<file path="config.mk">
export PLATFORM = sky130hd
export DESIGN_NAME = multi_channel_interval_timer_top_flat
export DESIGN_NICKNAME = d
export VERILOG_FILES = /design/src/mcit_pkg.sv /design/src/mcit_req_if.sv /design/src/mcit_rsp_if.sv /design/src/multi_channel_interval_timer_top.sv /design/src/mcit_channel.sv /design/src/flat_wrapper.sv
export SDC_FILE = /design/constraint.sdc
export NUM_CORES = 2
export LEC_CHECK = 0
export BUFFER_PORTS_ARGS = -buffer_cell sky130_fd_sc_hd__buf_2
export CORE_MARGIN = 5
export CORE_UTILIZATION = 50
export DETAILED_ROUTE_END_ITERATION = 7
export PLACE_DENSITY = 0.65
export SYNTH_ARGS = -nofsm -noshare
export SYNTH_HDL_FRONTEND = slang
export SYNTH_SLANG_ARGS = --single-unit
export TNS_END_PERCENT = 100
</file>
<file path="constraint.sdc">
create_clock -name clk -period 14.1 [get_ports clk]
set_input_delay 1.41 -clock clk [delete_from_list [all_inputs] [get_ports clk]]
set_output_delay 1.41 -clock clk [all_outputs]
set_load 0.01 [all_outputs]
</file>
<file path="src/mcit_pkg.sv">
package mcit_pkg;

	localparam int unsigned DEFAULT_CHANNELS = 8;
	localparam int unsigned CMD_W = 2;
	localparam int unsigned CH_FIELD_W = 3;
	localparam int unsigned TIME_W = 32;
	localparam int unsigned MASK_W = 8;
	localparam logic [TIME_W-1:0] RESET_PERIOD = 32'd1000;

	typedef enum logic [CMD_W-1:0] {
		CMD_TICK = 2'd0,
		CMD_SETUP = 2'd1,
		CMD_POLL = 2'd2
	} cmd_t;

	typedef struct packed {
		logic tick;
		logic setup;
		logic poll;
		logic [TIME_W-1:0] now;
		logic [TIME_W-1:0] period;
		logic mode;
	} chan_ctrl_t;

	typedef struct packed {
		logic fired;
		logic due;
	} chan_stat_t;

endpackage

</file>
<file path="src/mcit_req_if.sv">
interface mcit_req_if import mcit_pkg::*; ();
	logic valid;
	logic ready;
	logic [CMD_W-1:0] command;
	logic [CH_FIELD_W-1:0] channel;
	logic [TIME_W-1:0] interval;
	logic fire_on_tick;

	modport source (output valid, output command, output channel, output interval,
		output fire_on_tick, input ready);
	modport sink (input valid, input command, input channel, input interval,
		input fire_on_tick, output ready);
endinterface

</file>
<file path="src/mcit_rsp_if.sv">
interface mcit_rsp_if import mcit_pkg::*; ();
	logic valid;
	logic ready;
	logic [MASK_W-1:0] fired_mask;
	logic due;

	modport source (output valid, output fired_mask, output due, input ready);
	modport sink (input valid, input fired_mask, input due, output ready);
endinterface

</file>
<file path="src/multi_channel_interval_timer_top.sv">
// Bank of interval timers on one wrapping 32-bit tick count. Each request (tick, channel
// setup or poll) produces exactly one response: the fired mask for a tick, the due flag for
// a poll, zeros otherwise. A request is registered on entry and its response then sits in the
// output register once it leaves the input register; one request is taken every cycle while responses are
// being drained. Each channel has its own subtract-and-compare path, all evaluated in
// parallel in the cycle after the input register, so the cost per request does not grow
// with the number of channels. Only channels 0 to 7 appear in the fired mask.
module multi_channel_interval_timer_top import mcit_pkg::*; #(
	parameter int unsigned CHANNELS = DEFAULT_CHANNELS
) (
	input logic clk,
	input logic arst_n,
	mcit_req_if.sink req,
	mcit_rsp_if.source rsp
);

	logic valid_s1;
	logic [CMD_W-1:0] command_s1;
	logic [CH_FIELD_W-1:0] channel_s1;
	logic [TIME_W-1:0] interval_s1;
	logic mode_s1;

	logic rsp_valid_q;
	logic [MASK_W-1:0] fired_mask_q;
	logic due_q;
	logic [TIME_W-1:0] count_q;

	logic advance;
	logic fire;
	chan_ctrl_t ctrl;
	chan_stat_t stat [CHANNELS];
	logic [CHANNELS-1:0] sel;
	logic [CHANNELS-1:0] fired;
	logic [CHANNELS-1:0] due_vec;
	logic [MASK_W-1:0] mask;

	assign advance = !rsp_valid_q || rsp.ready;
	assign fire = valid_s1 && advance;
	assign req.ready = !valid_s1 || advance;

	always_comb begin
		ctrl.tick = 1'b0;
		ctrl.setup = 1'b0;
		ctrl.poll = 1'b0;
		unique case (command_s1)
			CMD_TICK: ctrl.tick = 1'b1;
			CMD_SETUP: ctrl.setup = 1'b1;
			CMD_POLL: ctrl.poll = 1'b1;
			default: ;
		endcase
		ctrl.now = count_q + TIME_W'(ctrl.tick);
		ctrl.period = (interval_s1 == '0) ? TIME_W'(1) : interval_s1;
		ctrl.mode = mode_s1;
	end

	for (genvar i = 0; i < CHANNELS; i++) begin : g_chan
		if (i < (1 << CH_FIELD_W)) begin : g_addr
			assign sel[i] = channel_s1 == CH_FIELD_W'(i);
		end else begin : g_noaddr
			assign sel[i] = 1'b0;
		end

		mcit_channel u_chan (
			.clk(clk),
			.arst_n(arst_n),
			.en(fire),
			.sel(sel[i]),
			.ctrl(ctrl),
			.stat(stat[i])
		);

		assign fired[i] = stat[i].fired;
		assign due_vec[i] = stat[i].due;
	end

	for (genvar b = 0; b < MASK_W; b++) begin : g_mask
		if (b < CHANNELS) begin : g_bit
			assign mask[b] = fired[b];
		end else begin : g_zero
			assign mask[b] = 1'b0;
		end
	end

	always_ff @(posedge clk or negedge arst_n) begin
		if (!arst_n) begin
			valid_s1 <= 1'b0;
			rsp_valid_q <= 1'b0;
			count_q <= '0;
		end else begin
			if (req.ready) begin
				valid_s1 <= req.valid;
			end
			if (advance) begin
				rsp_valid_q <= valid_s1;
			end
			if (fire && ctrl.tick) begin
				count_q <= ctrl.now;
			end
		end
	end

	always_ff @(posedge clk) begin
		if (req.valid && req.ready) begin
			command_s1 <= req.command;
			channel_s1 <= req.channel;
			interval_s1 <= req.interval;
			mode_s1 <= req.fire_on_tick;
		end
		if (fire) begin
			fired_mask_q <= mask;
			due_q <= |due_vec;
		end
	end

	assign rsp.valid = rsp_valid_q;
	assign rsp.fired_mask = fired_mask_q;
	assign rsp.due = due_q;

	a_mask_or_due: assert property (@(posedge clk) disable iff (!arst_n)
		rsp.valid |-> !(rsp.due && rsp.fired_mask != '0))
		else $error("response carries both a fired mask and a due flag");

	a_tick_counts: assert property (@(posedge clk) disable iff (!arst_n)
		fire && ctrl.tick |=> count_q == $past(count_q) + TIME_W'(1))
		else $error("tick did not advance the count by one");

	a_count_holds: assert property (@(posedge clk) disable iff (!arst_n)
		!(fire && ctrl.tick) |=> $stable(count_q))
		else $error("count moved without a tick transfer");

	a_stall_full: assert property (@(posedge clk) disable iff (!arst_n)
		!req.ready |-> valid_s1 && rsp_valid_q && !rsp.ready)
		else $error("request stalled while the pipeline had room");

	a_result_follows: assert property (@(posedge clk) disable iff (!arst_n)
		fire |=> rsp_valid_q)
		else $error("processed request produced no response");

endmodule

</file>
<file path="src/mcit_channel.sv">
module mcit_channel import mcit_pkg::*; (
	input logic clk,
	input logic arst_n,
	input logic en,
	input logic sel,
	input chan_ctrl_t ctrl,
	output chan_stat_t stat
);

	logic [TIME_W-1:0] period_q;
	logic [TIME_W-1:0] last_q;
	logic mode_q;
	logic [TIME_W-1:0] elapsed;
	logic expired;
	logic catch_up;
	logic check;

	// The doubled period is compared at one extra bit so it cannot wrap.
	assign elapsed = ctrl.now - last_q;
	assign expired = elapsed >= period_q;
	assign catch_up = {1'b0, elapsed} < {period_q, 1'b0};
	assign check = (ctrl.tick && mode_q) || (ctrl.poll && sel);

	assign stat.fired = ctrl.tick && mode_q && expired;
	assign stat.due = ctrl.poll && sel && expired;

	always_ff @(posedge clk or negedge arst_n) begin
		if (!arst_n) begin
			period_q <= RESET_PERIOD;
			last_q <= '0;
			mode_q <= 1'b0;
		end else if (en) begin
			if (ctrl.setup && sel) begin
				period_q <= ctrl.period;
				last_q <= ctrl.now;
				mode_q <= ctrl.mode;
			end else if (check && expired) begin
				last_q <= catch_up ? last_q + period_q : ctrl.now;
			end
		end
	end

	a_setup_stamps: assert property (@(posedge clk) disable iff (!arst_n)
		en && ctrl.setup && sel |=> last_q == $past(ctrl.now) && period_q != '0)
		else $error("setup did not stamp the channel");

	a_idle_holds: assert property (@(posedge clk) disable iff (!arst_n)
		!en |=> $stable(last_q) && $stable(period_q) && $stable(mode_q))
		else $error("channel state moved without a transfer");

	a_period_nonzero: assert property (@(posedge clk) disable iff (!arst_n)
		period_q != '0)
		else $error("channel period is zero");

endmodule
</file>
<file path="src/flat_wrapper.sv">
// flat-port wrapper written by rule: the top's interface ports become plain ports
module multi_channel_interval_timer_top_flat import mcit_pkg::*;
#(
	parameter int unsigned CHANNELS = DEFAULT_CHANNELS
)
  (clk, arst_n, req_valid, req_command, req_channel, req_interval, req_fire_on_tick, req_ready, rsp_valid, rsp_fired_mask, rsp_due, rsp_ready);
  mcit_req_if req_i ();
  mcit_rsp_if rsp_i ();
  input logic clk;
  input logic arst_n;
  input wire logic [$bits(req_i.valid)-1:0] req_valid;
  input wire logic [$bits(req_i.command)-1:0] req_command;
  input wire logic [$bits(req_i.channel)-1:0] req_channel;
  input wire logic [$bits(req_i.interval)-1:0] req_interval;
  input wire logic [$bits(req_i.fire_on_tick)-1:0] req_fire_on_tick;
  output wire logic [$bits(req_i.ready)-1:0] req_ready;
  output wire logic [$bits(rsp_i.valid)-1:0] rsp_valid;
  output wire logic [$bits(rsp_i.fired_mask)-1:0] rsp_fired_mask;
  output wire logic [$bits(rsp_i.due)-1:0] rsp_due;
  input wire logic [$bits(rsp_i.ready)-1:0] rsp_ready;
  assign req_i.valid = req_valid;
  assign req_i.command = req_command;
  assign req_i.channel = req_channel;
  assign req_i.interval = req_interval;
  assign req_i.fire_on_tick = req_fire_on_tick;
  assign req_ready = req_i.ready;
  assign rsp_valid = rsp_i.valid;
  assign rsp_fired_mask = rsp_i.fired_mask;
  assign rsp_due = rsp_i.due;
  assign rsp_i.ready = rsp_ready;
  multi_channel_interval_timer_top #(.CHANNELS(CHANNELS)) u_core (.clk(clk), .arst_n(arst_n), .req(req_i), .rsp(rsp_i));
endmodule
</file>
==> impl_metrics.env <==
export IMPL_dp_hpwl_mm=147
export IMPL_skew_ps=47.3
export IMPL_cp_slowest_cell="a2111oi_0"
export IMPL_wl_per_cell_um=21.9
export IMPL_yosys_warnings=0
export IMPL_whs_path_depth=1
export IMPL_synthFlopType="dfrtp_1"
export IMPL_total_leakage_power_nw=32.6
export IMPL_worstHoldStart="u_core.valid_s1"
export IMPL_htree_levels=3
export IMPL_area_growth_pct=9.03
export IMPL_dr_pass1_iters=6
export IMPL_gp_congestion=0.969
export IMPL_status="finished, final reports clean"
export IMPL_cp_max_fo=64
export IMPL_n_fill_cell=11249
export IMPL_detail_route_wirelength_mm=196
export IMPL_grt_ovfl_total=0
export IMPL_drt_iter0_markers=5043
export IMPL_cpPeakStageDelay_ps=990
export IMPL_yosysMostFrequentCell="ha_1"
export IMPL_power_density_mw_per_mm2=243
export IMPL_ys_ff_latch=601
export IMPL_crit_type="reg -> reg"
export IMPL_final_core_util=0.549
export IMPL_synthTopCellsByArea="dfrtp_1 (21%), ha_1 (20%), a21oi_1 (5.8%)"
export IMPL_rows=128
export IMPL_final_max_slew_viol_count=0
export IMPL_post_cts_resized=0
export IMPL_synth_edff_count=47
export IMPL_fin_crit_ps=9930
export IMPL_drive_gt1_frac=0.0914
export IMPL_period_share=0.704
export IMPL_start_kind="flop"
export IMPL_cp_arrival_ps=10450
export IMPL_post_cts_buffers=0
export IMPL_path_delay_family="simple AND/OR/NAND/NOR gates"
export IMPL_grtUsageTotal=0.292
export IMPL_vias=54414
export IMPL_ir_worst_vdd_uv=195
export IMPL_grt_pass1_vias=51353
export IMPL_clockBufferDepth=3
export IMPL_cts_clk_slew_worst_paths_ps=60
export IMPL_r2r_cells=32
export IMPL_relSlewSlack=0.150
export IMPL_chipWidth_um=360
export IMPL_synthTopCellsByCount="ha_1 (994), a21oi_1 (707), inv_1 (630), nand2_1 (520), dfrtp_1 (506)"
export IMPL_yosysSeqAreaShare=0.250
export IMPL_syn_num_nets=8254
export IMPL_clk_latency_ps=670
export IMPL_netlist_area_leader_share=0.207
export IMPL_cts_tree="built"
export IMPL_worst_slew_pin_slew_ps=1240
export IMPL_cap_violations=0
export IMPL_clock_sinks=601
export IMPL_synthDistinctLibCells=102
export IMPL_dieArea_mm2=0.130
export IMPL_fin_nets=8294
export IMPL_ant_nets=0
export IMPL_core_area_mm2=0.122
export IMPL_rsz0062_at_grt="no"
export IMPL_final_cells=8950
export IMPL_r2r_start="u_core.command_s1[0]"
export IMPL_antenna_found_initial=29
export IMPL_required_ps=14620
export IMPL_holdPathEnd="u_core.rsp.valid"
export IMPL_cts_inserted_buffers=77
export IMPL_grt_max_degree=152
export IMPL_fp_dieH_um=360
export IMPL_avgSynthCellArea_um2=8.50
export IMPL_vias_per_cell=6.08
export IMPL_reg2reg_to="u_core.g_chan[2].u_chan.last_q[27]"
export IMPL_grt_pass1_wl_mm=299
export IMPL_r2r_slack_ps=4170
export IMPL_holdBufCountCts=0
export IMPL_clock_root_buffer="clkbuf_16"
export IMPL_placed_cells=8788
export IMPL_endpoint_kind="flop"
export IMPL_setup_viol_count_final=0
export IMPL_layout_setup_ws_ps=4170
export IMPL_netlist_instances=7202
export IMPL_post_place_ws_ps=4310
export IMPL_tns_ps=0
export IMPL_portBuffers=52
export IMPL_path_buf_inv=2
export IMPL_hp_class="reg -> reg"
export IMPL_fmax_ghz=0.101
export IMPL_io_pin_count=53
export IMPL_initial_core_util=0.503
export IMPL_hold_violations=0
export IMPL_synth_top_cell_by_area="dfrtp_1"
export IMPL_drc=0
export IMPL_syn_area_mm2=0.0612
export IMPL_async_flop_share=0.922
cell usage in the layout (no fill, tap or decap), drive strengths merged, types with 19 or more instances in the layout:
| master | count |
|---|---|
| a211o | 31 |
| a211oi | 61 |
| a21boi | 25 |
| a21o | 391 |
| a21oi | 708 |
| a31oi | 53 |
| and2 | 24 |
| and3 | 67 |
| buf | 156 |
| clkbuf | 102 |
| clkinv | 22 |
| dfrtp | 506 |
| dfstp | 48 |
| diode | 25 |
| edfxtp | 47 |
| ha | 994 |
| inv | 633 |
| mux2 | 236 |
| mux2i | 96 |
| nand2 | 520 |
| nand2b | 89 |
| nand3 | 118 |
| nand4 | 119 |
| nor2 | 494 |
| nor2b | 98 |
| nor3 | 111 |
| nor4 | 32 |
| o2111ai | 19 |
| o211ai | 50 |
| o21a | 101 |
| o21ai | 475 |
| o21bai | 53 |
| o31a | 19 |
| o31ai | 21 |
| or2 | 26 |
| or3 | 27 |
| xnor2 | 329 |
| xor2 | 147 |
layout make-up:
cell class | count | area (µm²) | share of cell area
timing repair buffer | 156 | 1060 | 0.0159
sequential | 601 | 15300 | 0.230
clock inverter | 35 | 444 | 0.00665
inverter | 635 | 2380 | 0.0357
antenna | 25 | 62.6 | 0.000937
tap | 1625 | 2030 | 0.0305
clock buffer | 102 | 2140 | 0.0321
multi-input combinational | 5771 | 43300 | 0.649
stage by stage:
step,instance area (µm²),hold WS [ps],power [mW]
floorplan,61200,456,11.3
global placement,64100,480,13.6
detailed placement,64100,488,13.9
CTS,66700,501,16.1
global route,66700,529,17.8
finish,66800,500,16.2
flip-flops by register name, indices dropped and copies added, names as in the netlist, 2 cells and up:
register	cells
u_core.g_chan.u_chan.last_q	256
u_core.g_chan.u_chan.period_q	256
u_core.count_q	32
u_core.interval_s1	32
u_core.g_chan.u_chan.mode_q	8
u_core.rsp.fired_mask	8
u_core.channel_s1	3
u_core.command_s1	2
logic make-up after synthesis:
| kind of cell | synth area share |
|---|---|
| buffers and inverters | 0.0510 |
| and+or+nand+nor | 0.138 |
| xor gates and xnor gates | 0.0687 |
| AOI/OAI and AO/OA | 0.225 |
| muxes | 0.0591 |
| adders and majority gates | 0.208 |
| DFF | 0.250 |
power by group:
| group | internal, mW | switching [mW] | leakage [nW] |
|---|---|---|---|
| combinational | 4.86 | 6.52 | 23.9 |
| sequential | 2.27 | 0.492 | 7.43 |
| clock | 1.25 | 0.837 | 1.27 |
routing by layer:
metal  part of all wire  routed length (µm)  track usage  up-vias
li1                   -                   -            -    26107
met1               0.47               92200        0.431    26028
met2               0.41               80000        0.425     1983
met3              0.090               17600       0.0562      290
met4              0.033                6540        0.103        6
met5            0.00019                  37            0        -
worst max-delay path by stage:
stage,slack [ps],cells past startpoint,start,to
final,4170,32,u_core.command_s1[0],u_core.g_chan[2].u_chan.last_q[27]
after global routing,3540,32,u_core.command_s1[0],u_core.g_chan[2].u_chan.last_q[27]
after CTS,4250,31,u_core.command_s1[0],u_core.g_chan[2].u_chan.last_q[27]
after detailed placement,4310,31,u_core.command_s1[0],u_core.g_chan[2].u_chan.last_q[24]
after global placement,4480,32,u_core.command_s1[0],u_core.g_chan[2].u_chan.last_q[27]
after floorplan,6670,32,u_core.command_s1[1],u_core.g_chan[3].u_chan.last_q[22]
worst reg2reg max path: cells and delay by family, from the launching register on:
family          cells  cell delay [ps]
fa+ha+maj           4              990
compound gates      7             2820
xor+xnor            2              720
buf+inv             2              710
flops               1              560
simple gates       17             4000
Power figures use the tool's default switching activity.
